$ cat src/rtl/msp_pkg.sv
// Shared types and constants of the SUBACK packet parser.
package msp_pkg;

  // Default upper bound on granted codes per packet, on top of the register.
  localparam int unsigned CodeCountLimitDef = 255;

  // Reset value of the max_codes register.
  localparam logic [7:0] MaxCodesReset = 8'd255;

  // Upper nibble of the fixed header byte of a SUBACK.
  localparam logic [3:0] SubackType = 4'h9;

  typedef enum logic [1:0] {
    KindCode = 2'd0,
    KindDone = 2'd1,
    KindErr  = 2'd2
  } kind_e;

  typedef enum logic [2:0] {
    StatusOk        = 3'd0,
    StatusWrongType = 3'd1,
    StatusTooMany   = 3'd2,
    StatusLenShort  = 3'd3,
    StatusLenMalf   = 3'd4
  } status_e;

  typedef struct packed {
    logic [7:0] rx_byte;
    logic       packet_start;
  } item_t;

  typedef struct packed {
    kind_e       kind;
    logic        has_code;
    logic [7:0]  code_value;
    logic [7:0]  code_index;
    status_e     status;
    logic [15:0] packet_ident;
    logic [7:0]  code_count;
  } result_t;

endpackage

$ cat src/rtl/msp_if.sv
// Stream interfaces of the SUBACK parser: input bytes, results and configuration.
interface msp_item_if;
  logic       valid;
  logic       ready;
  logic [7:0] rx_byte;
  logic       packet_start;

  modport source (output valid, output rx_byte, output packet_start, input ready);
  modport sink (input valid, input rx_byte, input packet_start, output ready);
endinterface

interface msp_result_if;
  logic        valid;
  logic        ready;
  logic [1:0]  kind;
  logic        has_code;
  logic [7:0]  code_value;
  logic [7:0]  code_index;
  logic [2:0]  status;
  logic [15:0] packet_ident;
  logic [7:0]  code_count;

  modport source (output valid, output kind, output has_code, output code_value,
                  output code_index, output status, output packet_ident,
                  output code_count, input ready);
  modport sink (input valid, input kind, input has_code, input code_value,
                input code_index, input status, input packet_ident,
                input code_count, output ready);
endinterface

interface msp_cfg_if;
  logic       valid;
  logic       ready;
  logic [7:0] max_codes;

  modport source (output valid, output max_codes, input ready);
  modport sink (input valid, input max_codes, output ready);
endinterface

$ cat src/rtl/msp_parse.sv
// Parser state and the per-byte next-state and result logic.
module msp_parse #(
  parameter int unsigned CodeCountLimit = msp_pkg::CodeCountLimitDef
) (
  input  logic             clk_i,
  input  logic             rst_ni,
  input  logic             step_i,
  input  msp_pkg::item_t   item_i,
  input  logic [7:0]       max_codes_i,
  output logic             res_vld_o,
  output msp_pkg::result_t res_o
);

  localparam int unsigned CapLimit = (CodeCountLimit > 255) ? 255 : CodeCountLimit;
  localparam logic [7:0] CapLimitB = 8'(CapLimit);

  typedef enum logic [2:0] {
    PhIdle  = 3'd0,
    PhLen   = 3'd1,
    PhIdh   = 3'd2,
    PhIdl   = 3'd3,
    PhCodes = 3'd4,
    PhDone  = 3'd5
  } phase_e;

  phase_e      phase_q, phase_d;
  logic [27:0] bytes_left_q, bytes_left_d;
  logic [1:0]  len_num_q, len_num_d;
  logic [15:0] ident_q, ident_d;
  logic        ident_vld_q, ident_vld_d;
  logic [7:0]  codes_seen_q, codes_seen_d;

  logic [7:0]  limit;
  logic [27:0] len_group;
  logic [27:0] len_acc;
  logic [27:0] bytes_dec;
  logic [7:0]  b;

  assign b         = item_i.rx_byte;
  assign limit     = (max_codes_i < CapLimitB) ? max_codes_i : CapLimitB;
  assign bytes_dec = bytes_left_q - 28'd1;

  // Length bytes carry seven bits each, least significant group first.
  always_comb begin
    case (len_num_q)
      2'd0:    len_group = {21'd0, b[6:0]};
      2'd1:    len_group = {14'd0, b[6:0], 7'd0};
      2'd2:    len_group = {7'd0, b[6:0], 14'd0};
      default: len_group = {b[6:0], 21'd0};
    endcase
  end

  assign len_acc = bytes_left_q | len_group;

  always_comb begin
    phase_d      = phase_q;
    bytes_left_d = bytes_left_q;
    len_num_d    = len_num_q;
    ident_d      = ident_q;
    ident_vld_d  = ident_vld_q;
    codes_seen_d = codes_seen_q;
    res_vld_o    = 1'b0;
    res_o        = '0;

    if (item_i.packet_start) begin
      bytes_left_d = '0;
      len_num_d    = '0;
      ident_d      = '0;
      ident_vld_d  = 1'b0;
      codes_seen_d = '0;
      if (b[7:4] != msp_pkg::SubackType) begin
        phase_d      = PhDone;
        res_vld_o    = 1'b1;
        res_o.kind   = msp_pkg::KindErr;
        res_o.status = msp_pkg::StatusWrongType;
      end else begin
        phase_d = PhLen;
      end
    end else begin
      case (phase_q)
        PhLen: begin
          bytes_left_d = len_acc;
          if (b[7]) begin
            if (len_num_q == 2'd3) begin
              phase_d      = PhDone;
              res_vld_o    = 1'b1;
              res_o.kind   = msp_pkg::KindErr;
              res_o.status = msp_pkg::StatusLenMalf;
            end else begin
              len_num_d = len_num_q + 2'd1;
            end
          end else if (len_acc < 28'd2) begin
            phase_d      = PhDone;
            res_vld_o    = 1'b1;
            res_o.kind   = msp_pkg::KindErr;
            res_o.status = msp_pkg::StatusLenShort;
          end else begin
            phase_d = PhIdh;
          end
        end
        PhIdh: begin
          ident_d      = {b, 8'h00};
          bytes_left_d = bytes_dec;
          phase_d      = PhIdl;
        end
        PhIdl: begin
          ident_d      = {ident_q[15:8], b};
          ident_vld_d  = 1'b1;
          bytes_left_d = bytes_dec;
          if (bytes_dec == '0) begin
            phase_d    = PhDone;
            res_vld_o  = 1'b1;
            res_o.kind = msp_pkg::KindDone;
          end else begin
            phase_d = PhCodes;
          end
        end
        PhCodes: begin
          if (codes_seen_q >= limit) begin
            phase_d      = PhDone;
            res_vld_o    = 1'b1;
            res_o.kind   = msp_pkg::KindErr;
            res_o.status = msp_pkg::StatusTooMany;
          end else begin
            codes_seen_d     = codes_seen_q + 8'd1;
            bytes_left_d     = bytes_dec;
            res_vld_o        = 1'b1;
            res_o.has_code   = 1'b1;
            res_o.code_value = b;
            res_o.code_index = codes_seen_q;
            if (bytes_dec == '0) begin
              phase_d    = PhDone;
              res_o.kind = msp_pkg::KindDone;
            end else begin
              res_o.kind = msp_pkg::KindCode;
            end
          end
        end
        default: ;
      endcase
    end

    // Every result reports the identifier and count as they stand after this byte.
    res_o.packet_ident = ident_vld_d ? ident_d : 16'h0000;
    res_o.code_count   = codes_seen_d;
  end

  always_ff @(posedge clk_i or negedge rst_ni) begin
    if (!rst_ni) begin
      phase_q      <= PhIdle;
      bytes_left_q <= '0;
      len_num_q    <= '0;
      ident_q      <= '0;
      ident_vld_q  <= 1'b0;
      codes_seen_q <= '0;
    end else if (step_i) begin
      phase_q      <= phase_d;
      bytes_left_q <= bytes_left_d;
      len_num_q    <= len_num_d;
      ident_q      <= ident_d;
      ident_vld_q  <= ident_vld_d;
      codes_seen_q <= codes_seen_d;
    end
  end

endmodule

$ cat src/rtl/mqtt_suback_parser_core.sv
// Top level of the SUBACK parser: input register, parser and result register.
// The parser takes one packet byte per beat and can accept a new byte in every
// cycle unless the output stalls. A byte is held in an input register and goes
// through the parser logic once the result register is free or being emptied.
// Its result, if any, is loaded into the result register at the end of that
// cycle. Bytes that give no result simply pass through without occupying
// the output. The input stalls only while a result waits in the output register
// and the sink does not take it. The max_codes register is written through the
// configuration channel, which is always ready, and should only be written
// while no byte is in flight.
module mqtt_suback_parser_core #(
  parameter int unsigned CodeCountLimit = msp_pkg::CodeCountLimitDef
) (
  input  logic   clk_i,
  input  logic   rst_ni,
  msp_item_if.sink     item_i,
  msp_result_if.source result_o,
  msp_cfg_if.sink      cfg_i
);

  logic             in_vld_q;
  msp_pkg::item_t   in_q;
  logic             out_vld_q;
  msp_pkg::result_t out_q;
  logic [7:0]       max_codes_q;
  logic             advance;
  logic             res_vld;
  msp_pkg::result_t res;

  assign advance      = in_vld_q && (!out_vld_q || result_o.ready);
  assign item_i.ready = !in_vld_q || advance;
  assign cfg_i.ready  = 1'b1;

  always_ff @(posedge clk_i or negedge rst_ni) begin
    if (!rst_ni) begin
      max_codes_q <= msp_pkg::MaxCodesReset;
    end else if (cfg_i.valid) begin
      max_codes_q <= cfg_i.max_codes;
    end
  end

  always_ff @(posedge clk_i or negedge rst_ni) begin
    if (!rst_ni) begin
      in_vld_q <= 1'b0;
    end else if (item_i.ready) begin
      in_vld_q <= item_i.valid;
    end
  end

  always_ff @(posedge clk_i) begin
    if (item_i.ready && item_i.valid) begin
      in_q.rx_byte      <= item_i.rx_byte;
      in_q.packet_start <= item_i.packet_start;
    end
  end

  msp_parse #(
    .CodeCountLimit(CodeCountLimit)
  ) u_parse (
    .clk_i      (clk_i),
    .rst_ni     (rst_ni),
    .step_i     (advance),
    .item_i     (in_q),
    .max_codes_i(max_codes_q),
    .res_vld_o  (res_vld),
    .res_o      (res)
  );

  always_ff @(posedge clk_i or negedge rst_ni) begin
    if (!rst_ni) begin
      out_vld_q <= 1'b0;
    end else if (advance) begin
      out_vld_q <= res_vld;
    end else if (result_o.ready) begin
      out_vld_q <= 1'b0;
    end
  end

  always_ff @(posedge clk_i) begin
    if (advance && res_vld) begin
      out_q <= res;
    end
  end

  assign result_o.valid        = out_vld_q;
  assign result_o.kind         = out_q.kind;
  assign result_o.has_code     = out_q.has_code;
  assign result_o.code_value   = out_q.code_value;
  assign result_o.code_index   = out_q.code_index;
  assign result_o.status       = out_q.status;
  assign result_o.packet_ident = out_q.packet_ident;
  assign result_o.code_count   = out_q.code_count;

endmodule

$ cat src/flat_wrapper.sv
// flat-port wrapper written by rule: the top's interface ports become plain ports
module mqtt_suback_parser_core_flat 
#(
  parameter int unsigned CodeCountLimit = msp_pkg::CodeCountLimitDef
)
  (clk_i, rst_ni, item_i_valid, item_i_rx_byte, item_i_packet_start, item_i_ready, result_o_valid, result_o_kind, result_o_has_code, result_o_code_value, result_o_code_index, result_o_status, result_o_packet_ident, result_o_code_count, result_o_ready, cfg_i_valid, cfg_i_max_codes, cfg_i_ready);
  msp_item_if item_i_i ();
  msp_result_if result_o_i ();
  msp_cfg_if cfg_i_i ();
  input  logic clk_i;
  input  logic rst_ni;
  input wire logic [$bits(item_i_i.valid)-1:0] item_i_valid;
  input wire logic [$bits(item_i_i.rx_byte)-1:0] item_i_rx_byte;
  input wire logic [$bits(item_i_i.packet_start)-1:0] item_i_packet_start;
  output wire logic [$bits(item_i_i.ready)-1:0] item_i_ready;
  output wire logic [$bits(result_o_i.valid)-1:0] result_o_valid;
  output wire logic [$bits(result_o_i.kind)-1:0] result_o_kind;
  output wire logic [$bits(result_o_i.has_code)-1:0] result_o_has_code;
  output wire logic [$bits(result_o_i.code_value)-1:0] result_o_code_value;
  output wire logic [$bits(result_o_i.code_index)-1:0] result_o_code_index;
  output wire logic [$bits(result_o_i.status)-1:0] result_o_status;
  output wire logic [$bits(result_o_i.packet_ident)-1:0] result_o_packet_ident;
  output wire logic [$bits(result_o_i.code_count)-1:0] result_o_code_count;
  input wire logic [$bits(result_o_i.ready)-1:0] result_o_ready;
  input wire logic [$bits(cfg_i_i.valid)-1:0] cfg_i_valid;
  input wire logic [$bits(cfg_i_i.max_codes)-1:0] cfg_i_max_codes;
  output wire logic [$bits(cfg_i_i.ready)-1:0] cfg_i_ready;
  assign item_i_i.valid = item_i_valid;
  assign item_i_i.rx_byte = item_i_rx_byte;
  assign item_i_i.packet_start = item_i_packet_start;
  assign item_i_ready = item_i_i.ready;
  assign result_o_valid = result_o_i.valid;
  assign result_o_kind = result_o_i.kind;
  assign result_o_has_code = result_o_i.has_code;
  assign result_o_code_value = result_o_i.code_value;
  assign result_o_code_index = result_o_i.code_index;
  assign result_o_status = result_o_i.status;
  assign result_o_packet_ident = result_o_i.packet_ident;
  assign result_o_code_count = result_o_i.code_count;
  assign result_o_i.ready = result_o_ready;
  assign cfg_i_i.valid = cfg_i_valid;
  assign cfg_i_i.max_codes = cfg_i_max_codes;
  assign cfg_i_ready = cfg_i_i.ready;
  mqtt_suback_parser_core #(.CodeCountLimit(CodeCountLimit)) u_core (.clk_i(clk_i), .rst_ni(rst_ni), .item_i(item_i_i), .result_o(result_o_i), .cfg_i(cfg_i_i));
endmodule
$ cat config.mk
export PLATFORM = sky130hd
export DESIGN_NAME = mqtt_suback_parser_core_flat
export DESIGN_NICKNAME = d
export VERILOG_FILES = /design/src/rtl/msp_pkg.sv /design/src/rtl/msp_if.sv /design/src/rtl/msp_parse.sv /design/src/rtl/mqtt_suback_parser_core.sv /design/src/flat_wrapper.sv
export SDC_FILE = /design/constraint.sdc
export NUM_CORES = 1
export LEC_CHECK = 0
export ABC_AREA = 1
export BUFFER_PORTS_ARGS = -buffer_cell sky130_fd_sc_hd__buf_2
export CAP_MARGIN = 15
export CORE_MARGIN = 3
export CORE_UTILIZATION = 40
export DETAILED_ROUTE_END_ITERATION = 7
export GPL_ROUTABILITY_DRIVEN = 0
export SYNTH_ARGS = -nofsm -noshare
export SYNTH_HDL_FRONTEND = slang
export SYNTH_SLANG_ARGS = --single-unit
$ cat constraint.sdc
create_clock -name clk_i -period 3.6 [get_ports clk_i]
set_input_delay 0 -clock clk_i [delete_from_list [all_inputs] [get_ports clk_i]]
set_output_delay 0 -clock clk_i [all_outputs]
set_load 0.005 [all_outputs]
Word-level counts from Yosys, hierarchy flattened --
Cells that the tools add are included.
Word-level totals: memories 0, bits in latches 0, bits in registers 123, input bits 22, memory bits (read-only) 0, memory bits (writable) 0
Cells by class: magnitude comparators 3, multiply operators 0, equality and inequality tests 12, bitwise gates (word level) 2, reduce and logical (&&, ||, !) cells 20, divide/modulo/power cells 0, add/subtract/negate cells 3, mux-type cells 50, shifts and indexed selects 0
Operator list (number):
- $pmux 28 s3 | 2
- $mux 28 | 2
- $mux 8 | 4
- $pmux 16 s2 | 1
- $mux 3 | 10
- $logic_not 28->1 | 1
- $lt 28x2->1 const B | 1
- $or 28x28->28 | 1
- $sub 28x1->28 const B | 1
- $mux 2 | 12
- $mux 17 | 1
- $mux 16 | 1
- $mux 1 | 13
- $pmux 3 s4 | 1
- $add 8x1->8 const B | 1
- $ge 8x8->1 | 1
- $lt 8x8->1 const B | 1
- $ne 4x4->1 const B | 2
- $reduce_and 4->1 | 2
- $eq 3x2->1 const B | 2
- $pmux 2 s3 | 1
- $pmux 3 s2 | 1
- $reduce_bool 2->1 | 3
- $reduce_bool 5->1 | 1
- other kinds (18) | 24

Depth between registers and ports, before layout --
Gate-level depths: netlist of run 1.
depth in word-level cells 9, mapped depth 19, mapped depth without buffers 18

Cells and area by module --
From an unflattened synthesis of run 1, not the netlist that was laid out.
Unflattened totals: cells, all modules 925, area total of the unflattened synthesis 7135.6 sq um
By module, submodules not included:
- msp_parse | instances 1, cells an instance 820, area an instance 5049.8 sq um, sequential area each 1451.4 sq um
- mqtt_suback_parser_core | instances 1, cells an instance 105, area an instance 2085.8 sq um, sequential area each 1911.8 sq um

Least setup slack after synthesis of run 1 --
OpenSTA, ideal clock, no wires.
path kind reg2reg, from register u_core.u_parse.bytes_left_q[0], to register u_core.out_q, in the netlist u_core.result_o.code_count[0], enable pin, period minus slack after synthesis 3.171 ns, required time 3.200 ns, setup time 0.400 ns, cell stages (with the launch flop) 18, data arrival time 2.771 ns, slack 0.429 ns, cell sequence dfrtp_1 > inv_1 > ha_1 > nand2_2 > nor2_4 > buf_6 > nand2_1 > nand2_1 > nand2_1 > nor2_1 > nand2_1 > nor2_1 > nand2_1 > nor2_2 > nand3_1 > nand3_1 > nand3_1 > inv_1
On the way: longest elaborated chain between the ends 7, elaborated cells on any way between the ends 10, classes of those cells add/sub: 1; order compare: 1; mux: 5; bitwise: 1; reduce/logical: 2
RTL lines:
- from (decl) | line msp_parse.sv:27 | logic [27:0] bytes_left_q, bytes_left_d;
- from (signal assigned) | line msp_parse.sv:158 | bytes_left_q <= bytes_left_d;
- parallel branches: the longest is 4 deep, another holds $sub 28x1->28
- $pmux 1 s3 (*) | line msp_parse.sv:80 | case (phase_q)
- $mux 1 (*) | line msp_parse.sv:65 | if (item_i.packet_start) begin
- $logic_and 1x1->1 (*) | line mqtt_suback_parser_core.sv:80 | if (advance && res_vld) begin
- to (signal assigned) | line mqtt_suback_parser_core.sv:81 | out_q <= res;
- to (decl) | line mqtt_suback_parser_core.sv:24 | msp_pkg::result_t out_q;
Mark *: on every way between the ends. A chain may end at the register's enable or synchronous reset.

Worst setup path after layout of run 1 --
from register u_core.u_parse.bytes_left_q[0], to register u_core.out_q, in the netlist u_core.result_o.packet_ident[6], enable pin
The elaborated chain is that of the path after synthesis.

==> impl_metrics.ini, run 1 <==
[synth]
ys.flop_type = dfrtp_1
synth_top_cell_by_area = edfxtp_1
synth-compound-area-share_pct = 13.9
ys_types = 39
synthArstFlopShare_pct = 55.3
ys_warn_count = 0
muxShareOfSynthArea_pct = 0.168
ys_top_cells_by_count = 193 x nand2_1, 115 x nor2_1, 98 x inv_1
ys_seq_area_share_pct = 50.0
synth_top_family_by_area = simple AND/OR/NAND/NOR gates
yosys_register_bits = 123
synth_area_um2 = 6720
synth.top_cell.area_share_pct = 24.6
syn_avg_cell_area_um2 = 8.09
synth_edf_count = 55
post-synth-top-count-cell = nand2_1
syn_nets = 868
synth_xor_area_share_pct = 0.651
synth-simple-area-share_pct = 24.8
synth_cells = 831
synth_adder_area_share_pct = 2.79
synth_area_leaders = edfxtp_1 25%, dfrtp_1 22%, nand2_1 11%, nor2_1 6.4%, o21ai_0 5.9%

[floorplanning]
io_pins = 71
core_area_um2 = 16200
rows = 46
die-area_um2 = 18400
initial_utilization_pct = 41.6
die_h_um = 136
dieWidth_um = 136

[global_routing]
grt_max_degree = 45
grt-ovfl-total = 0
grt_pass1_vias = 5717
grt_pass1_wl_mm = 30.2
grt_antenna_before_repair = 0
grt.total_usage_pct = 21.2

[route]
dr.pass1.iters = 5
post-route-drc-count = 0
drtIter0Drc = 499
via_per_inst = 5.09
post_drt_wl_per_cell_um = 15.9
wl_mm = 18.6
via_count = 5940
drtAntennaViolNets = 0

[finish]
multiInputGateArea_um2 = 2850
nets = 975
syn_to_final_growth_pct = 24.0
seq_area_um2 = 3360
drive_gt1_share_pct = 15.7
num_antenna_cells = 0
finalCoreUtilization_pct = 51.5
fillerInstances = 1537

[clock_network]
path_clk_slew_ns = 0.06
cts_root_buffer = clkbuf_16
cts_buffer_depth = 2
numCtsBuffers = 17
post-cts-setup-buffer-count = 0
cts_resized = 0
clk-insertion-delay-late_ns = 0.42
postCtsHoldBufs = 36
cts_tree = yes
cts.sinks = 123
htree_levels = 4

[power_and_ir_drop]
vdd_drop_max_mv = 0.462
powerDensity_nw_per_um2 = 832
p_leak_nw = 3.71

[setup_path]
crit_chain = inv_1 -> ha_1 -> nand2_2 -> nor2_4 -> nand2_1 -> o21ai_0 -> nand2_1 -> nor2_1 -> nand2_1 -> nor2_2 -> nand3_1 -> nand3_1 -> nand3_1 -> inv_2 -> buf_4
startpoint_type = register
crit_buf_inv = 3
crit_required_ns = 3.72
arrival_ns = 3.21
end_kind = register
cp_top_family = simple AND/OR/NAND/NOR gates
critPathKind = register to register
r2r_cells = 15
r2r_end = u_core.result_o.packet_ident[6]
crit_cells = 15
path_max_fanout = 13
r2r_slack_ns = 0.51
crit_end = u_core.result_o.packet_ident[6]
rr_startpoint = u_core.u_parse.bytes_left_q[0]
slowest_stage = dfrtp_1
worst_path_largest_cell_delay_ns = 0.39
startpoint = u_core.u_parse.bytes_left_q[0]

[place]
pre_cts_slack_ns = 0.553
dpl.hpwl_mm = 13.0
port_buffers = 69

[hold_path]
min_path_type = input port to register

[sta]
hold_slack_ns = 0.0418
setup_ws_ns = 0.515
tightest_slew_ns = 0.995
finalHoldViolCount = 0
maxSlewHeadroom_pct = 33.7
layout_min_cycle_time_ns = 3.09
final.setup.tns_ns = 0
fin_worst_skew_ns = 0.00563
fmax_mhz = 324
fin_crit_sh_pct = 85.7
final_max_slew_viol_count = 0
rsz0062_at_grt = false
setup_violations = 0

[run]
drv_cap = 0

[outcome]
status = completed
layout make-up:
cell class	count	area share [%]
timing repair buffer	117	9.70
clock buffer	17	5.10
tap	216	3.24
clock inverter	15	2.82
multi-input combinational	577	34.2
sequential	123	40.3
inverter	102	4.61
where the power goes:
part	total (mW)	leakage (nW)	switching (mW)	internal (mW)
Combinational	2.87	1.98	1.96	0.916
Clock	1.92	0.315	0.678	1.24
Sequential	2.15	1.42	0.302	1.84
Total	6.94	3.71	2.94	4.00
per-layer routing:
| layer | GRT usage (%) | share of wire, % | vias to the layer above |
|---|---|---|---|
| met5 | 0 | 0 | - |
| met4 | 6.05 | 1.1 | 0 |
| met3 | 4.20 | 6.4 | 18 |
| met2 | 31.5 | 44 | 214 |
| met1 | 31.4 | 48 | 2730 |
| li1 | - | - | 2978 |
state kept, by name, summed over array words and instances, names as in the netlist, 2 cells and up:
signal / flops
u_core.u_parse.len_num_q: 2
u_core.result_o.code_value: 8
u_core.result_o.code_index: 8
u_core.in_q: 9
u_core.u_parse.codes_seen_q: 8
u_core.result_o.packet_ident: 16
u_core.u_parse.ident_q: 16
u_core.max_codes_q: 8
u_core.u_parse.phase_q: 3
u_core.result_o.code_count: 8
u_core.result_o.status: 3
u_core.u_parse.bytes_left_q: 28
u_core.result_o.kind: 2
worst min-delay path by stage:
stage	slack, ns	end	start	depth (start not counted)
floorplan	-0.30	u_core.in_vld_q	rst_ni	0
global placement	0.18	u_core.in_q[3]	item_i_rx_byte[2]	1
detailed placement	0.18	u_core.in_q[3]	item_i_rx_byte[2]	1
CTS	0.003	u_core.max_codes_q[0]	cfg_i_valid	2
global route	0.05	u_core.max_codes_q[0]	cfg_i_valid	2
finish	0.04	u_core.max_codes_q[0]	cfg_i_valid	2
stage by stage:
| stage | instance area [um^2] | total power [mW] | std cells |
|---|---|---|---|
| 6_report | 8340 | 6.94 | 1167 |
| 5_1_grt | 8340 | 7.51 | 1167 |
| 4_1_cts | 8340 | 6.94 | 1167 |
| 3_5_place_dp | 7320 | 4.96 | 1099 |
| 3_3_place_gp | 7320 | 4.95 | 1099 |
| 2_1_floorplan | 6720 | 4.16 | 831 |
placed cells by master (no fill, tap or decap), types with 6 or more instances in the layout:
master         netlist  routed
o22ai_1             16      16
nor2_1             115     114
a21oi_1             26      26
clkbuf_16            0      17
edfxtp_1            55      55
nand3_1             38      38
o21ai_1              7       7
dfstp_2              8       8
o21ai_0             79      79
buf_2                6      69
o211ai_1            20      20
o31ai_1             10      10
inv_1               98      97
dfrtp_1             60      60
nor2_2               8       9
nand2_1            193     193
dlygate4sd3_1        0      36
nand4_1             10      10
nand2_2              6       6
buf_4                1      11
ha_1                15      15
nor3_1               8       8
logic make-up after synthesis:
logic type	count (synthesis)
multiplexers	1
AND/OR/NAND/NOR	391
buffers and inverters	131
adder cells (fa/ha/maj)	15
flip-flops	123
other	1
AO/OA/AOI/OAI	164
XOR/XNOR	5
No activity file was read; power rests on OpenSTA's default activity.
==> run 2, diff against run 1 <==
BUFFER_PORTS_ARGS = default   (was -buffer_cell sky130_fd_sc_hd__buf_2)
CORE_ASPECT_RATIO = 1.5   (was default)
DONT_BUFFER_PORTS = 1   (was default)
==> impl_metrics.ini, run 2 (same netlist as run 1, synthesis figures left out) <==
[clock_network]
htree_levels = 4
numCtsBuffers = 17
path_clk_slew_ns = 0.05
cts.sinks = 123
clk-insertion-delay-late_ns = 0.42
cts_buffer_depth = 2
post-cts-setup-buffer-count = 0
cts_tree = yes
cts_root_buffer = clkbuf_16

[power_and_ir_drop]
p_leak_nw = 3.34
p_int_mw = 3.66
clkPwrFrac_pct = 23.8
p_sw_share_pct = 44.0
switching_power_mw = 2.87
power_mw = 6.53
powerDensity_nw_per_um2 = 844
vdd_drop_max_mv = 0.397
p_comb_share_pct = 42.7
p_seq_share_pct = 33.5

[setup_path]
startpoint_type = register
cp_top_family = simple AND/OR/NAND/NOR gates
end_kind = register
r2r_slack_ns = 0.71
crit_chain = ha_1 -> inv_1 -> nand2_1 -> o21ai_0 -> nor2_1 -> nand2_1 -> nor2_1 -> nand4_1 -> nand3_1 -> inv_1 -> nand3_1 -> nand3_1 -> inv_2 -> buf_12
slowest_stage = dfrtp_1
crit_required_ns = 3.70
critPathKind = register to register
arrival_ns = 2.99
cpMostUsedCell = nand3_1
path_max_fanout = 46
crit_buf_inv = 4
worst_path_largest_cell_delay_ns = 0.38

[global_routing]
grt.total_usage_pct = 21.4
grt-ovfl-total = 0
grt_pass1_wl_mm = 30.5
grt_pass1_vias = 5739
grt_antenna_before_repair = 0
grt_max_degree = 69

[floorplanning]
dieWidth_um = 112
die_h_um = 165
die-area_um2 = 18400
initial_utilization_pct = 41.2
core_area_um2 = 16300
io_pins = 71
rows = 57

[place]
dp_cells = 1018
dpl.hpwl_mm = 13.6
port_buffers = 0

[route]
via_per_inst = 5.27
drtIter0Drc = 315
wl_mm = 18.7
post_drt_wl_per_cell_um = 17.4
dr.pass1.iters = 6
via_count = 5660
drtAntennaViolNets = 0
post-route-drc-count = 0

[finish]
fin_cells = 1074
num_antenna_cells = 0
largest_register = u_core.u_parse.bytes_left_q
drive_gt1_share_pct = 8.29
nets = 892
largest_reg_flops = 28
final_common_cell = nand2_1
mostFrequentLayoutCells = 193 x nand2_1, 114 x nor2_1, 97 x inv_1, 79 x o21ai_0, 60 x dfrtp_1
syn_to_final_growth_pct = 15.2

[hold_path]
min_path_type = input port to asynchronous set/reset pin

[sta]
finalHoldViolCount = 0
tightest_slew_ns = 0.887
fin_worst_skew_ns = 0.0104
final.setup.tns_ns = 0
final_max_slew_viol_count = 0
fin_crit_sh_pct = 80.2
fmax_mhz = 346
rsz0062_at_grt = false
setup_violations = 0
layout_min_cycle_time_ns = 2.89
maxSlewHeadroom_pct = 40.6

[run]
drv_cap = 0

[outcome]
status = completed
-- run 2: cell count changes in the layout (fill, tap and decap cells not counted), moves of 3 or more --
cell / change
buf_2: -69
dlygate4sd3_1: -13
clkbuf_1: +6
inv_6: -5
bufinv_16: -4
clkinv_2: +4
buf_4: -3
-- run 2: final timing paths --
path | cells past startpoint | end | startpoint
min reg2reg | 2 | u_core.u_parse.ident_q[14] | u_core.u_parse.ident_q[14]
max in group asynchronous | 2 | u_core.max_codes_q[3] | rst_ni
min in group clk_i | 1 | u_core.in_q[6] | item_i_rx_byte[5]
min | 2 | u_core.u_parse.bytes_left_q[5] | rst_ni
max | 14 | u_core.result_o.code_value[0] | u_core.u_parse.len_num_q[0]
max reg2reg | 14 | u_core.result_o.code_value[0] | u_core.u_parse.len_num_q[0]
-- run 2: layout make-up --
type | count | area, um^2
Clock inverter | 8 | 70.1
Sequential cell | 123 | 3360
Inverter | 102 | 384
Fill cell | 1571 | 8590
Clock buffer | 24 | 462
Timing Repair Buffer | 34 | 358
Tap cell | 206 | 258
Multi-Input combinational cell | 577 | 2850
-- run 2: metrics by stage --
stage                     utilization, %  hold slack (ns)  area (um^2)  setup slack [ns]
after global routing                47.4            0.188         7740             0.473
after global placement              42.6           -0.290         6960             0.787
final                               47.4            0.197         7740             0.714
after CTS                           47.4            0.183         7740             0.726
after detailed placement            42.6           -0.291         6960             0.739
after floorplan                        -           -0.296         6720             0.429
-- run 2: repair_timing --
item / 4_1_cts / 5_1_grt
hold endpoints to repair: 87 / 0
resized for setup: 0 / 0
hold buffers: 24 / 0
-- run 2: power by group through the flow --
| stage | clock (mW) | sequential [mW] | combinational, mW |
|---|---|---|---|
| global route | 1.65 | 2.24 | 3.18 |
| global placement | 0 | 2.21 | 2.73 |
| CTS | 1.58 | 2.19 | 2.79 |
| finish | 1.55 | 2.19 | 2.79 |
| detailed placement | 0 | 2.22 | 2.73 |
| floorplan | 0 | 2.10 | 2.07 |
-- run 2: routing by layer --
| metal | vias up | wire length [um] | track usage, % |
|---|---|---|---|
| li1 | 2805 | - | - |
| met1 | 2644 | 7190 | 23.9 |
| met2 | 154 | 9690 | 37.6 |
| met3 | 57 | 739 | 4.14 |
| met4 | 0 | 1060 | 13.2 |
| met5 | - | 0 | 0 |
==> run 3, diff against run 2 <==
clock period = 2.7 ns   (was 3.6 ns; I/O delays follow)
==> impl_metrics.ini, run 3 (same netlist as run 1, synthesis figures left out) <==
[sta]
layout_min_cycle_time_ns = 2.74
final_max_slew_viol_count = 0
fin_crit_sh_pct = 101
setup_ws_ns = -0.0363
rsz0062_at_grt = true
setup_violations = 26
hold_slack_ns = 0.143
final.setup.tns_ns = -0.684
fmax_mhz = 365
maxSlewHeadroom_pct = 60.7
finalHoldViolCount = 0
fin_worst_skew_ns = 0.00989
tightest_slew_ns = 0.585

[finish]
num_antenna_cells = 0
finalCoreUtilization_pct = 51.7
drive_gt1_share_pct = 18.3
mostFrequentLayoutCells = 184 x nand2_1, 101 x nor2_1, 95 x inv_1, 67 x o21ai_0, 55 x edfxtp_1
largest_reg_flops = 28
largest_register = u_core.u_parse.bytes_left_q
fin_area_um2 = 8450
fillerInstances = 1534
final_common_cell = nand2_1
nets = 943
syn_to_final_growth_pct = 25.6

[floorplanning]
rows = 57
io_pins = 71
die_h_um = 165
core_area_um2 = 16300
die-area_um2 = 18400
dieWidth_um = 112
initial_utilization_pct = 41.2

[setup_path]
path_max_fanout = 6
arrival_ns = 2.87
r2r_end = u_core.result_o.packet_ident[2]
critPathKind = register to register
r2r_slack_ns = -0.04
crit_required_ns = 2.83
rr_startpoint = u_core.u_parse.bytes_left_q[7]
r2r_cells = 16
end_kind = register
startpoint_type = register

[place]
placed_cell_area_um2 = 7230
port_buffers = 0
dpl.hpwl_mm = 13.9

[hold_path]
min_path_type = input port to asynchronous set/reset pin

[clock_network]
cts_buffer_depth = 2
cts_root_buffer = clkbuf_16
clk-insertion-delay-late_ns = 0.42
cts_tree = yes
htree_levels = 4
path_clk_slew_ns = 0.06
numCtsBuffers = 17
cts.sinks = 123

[power_and_ir_drop]
power_mw = 9.86
vdd_drop_max_mv = 0.463
powerDensity_nw_per_um2 = 1170
p_leak_nw = 3.65

[global_routing]
grt.total_usage_pct = 21.4
grt_pass1_vias = 5811
grt_pass1_wl_mm = 30.7
grt-ovfl-total = 0
grt_max_degree = 69
grt_antenna_before_repair = 0

[route]
post_drt_wl_per_cell_um = 17.9
drtAntennaViolNets = 0
drtIter0Drc = 382
via_per_inst = 5.40
dr.pass1.iters = 5
post-route-drc-count = 0
wl_mm = 20.1
via_count = 6080

[run]
drv_cap = 0

[outcome]
failed_checks = negative setup slack
status = finished with violations
run 3: worst max-delay path, cell delays in order (launching register included):
cell and delay, ns:
dfrtp_2 0.46, nor2_2 0.17, nand2_2 0.13, nor2_4 0.23, nand2_2 0.08, buf_4 0.14, o21ai_1 0.12, nand2_1 0.10
nor2_1 0.11, nand2_1 0.06, nor2_2 0.12, nand3_2 0.08, nand3_2 0.10, nand3_2 0.09, clkinvlp_4 0.15, buf_12 0.16
clkbuf_16 0.15
run 3: timing repair:
item	CTS	global route
hold buffers	24	0
setup endpoints to repair	0	46
hold endpoints to repair	87	0
gates resized for setup	0	46
buffers inserted	0	11
run 3: worst max path at each step:
stage	slack (ns)	endpoint	from	depth (start not counted)
after floorplan	0.01	u_core.result_o.code_count[0]	u_core.u_parse.len_num_q[0]	14
after global placement	0.06	u_core.result_o.code_value[0]	u_core.u_parse.bytes_left_q[0]	17
after detailed placement	0.04	u_core.result_o.code_value[4]	u_core.u_parse.bytes_left_q[0]	17
after CTS	0.01	u_core.result_o.code_value[4]	u_core.u_parse.bytes_left_q[0]	17
after global routing	-0.15	u_core.result_o.packet_ident[7]	u_core.u_parse.bytes_left_q[7]	17
final	-0.04	u_core.result_o.packet_ident[2]	u_core.u_parse.bytes_left_q[7]	16
run 3: metrics by stage:
step / setup WS [ns] / cells
floorplan: 0.0142 / 831
global placement: 0.0589 / 1051
detailed placement: 0.0367 / 1051
CTS: 0.0131 / 1107
global route: -0.155 / 1125
finish: -0.0363 / 1125
run 3: report_power, final:
| group | internal, mW | switching (mW) |
|---|---|---|
| sequential | 2.47 | 0.409 |
| combinational | 1.60 | 2.97 |
| clock | 1.47 | 0.929 |
run 3: per-layer routing:
metal | share of wire (%) | GRT usage, % | routed length [um]
met4 | 5.1 | 11.2 | 1020
met2 | 53 | 38.9 | 10700
met1 | 37 | 23.8 | 7450
met3 | 4.5 | 3.78 | 902
met5 | 0 | 0 | 0
run 3: final cells by class:
type | count | area (um^2) | share of cell area, %
clock buffers | 17 | 425 | 5.04
clock inverters | 15 | 186 | 2.21
inverters | 102 | 388 | 4.59
multi-input cells | 578 | 3000 | 35.5
flip-flops and latches | 123 | 3370 | 39.9
well taps | 206 | 258 | 3.05
repair buffers | 84 | 817 | 9.67
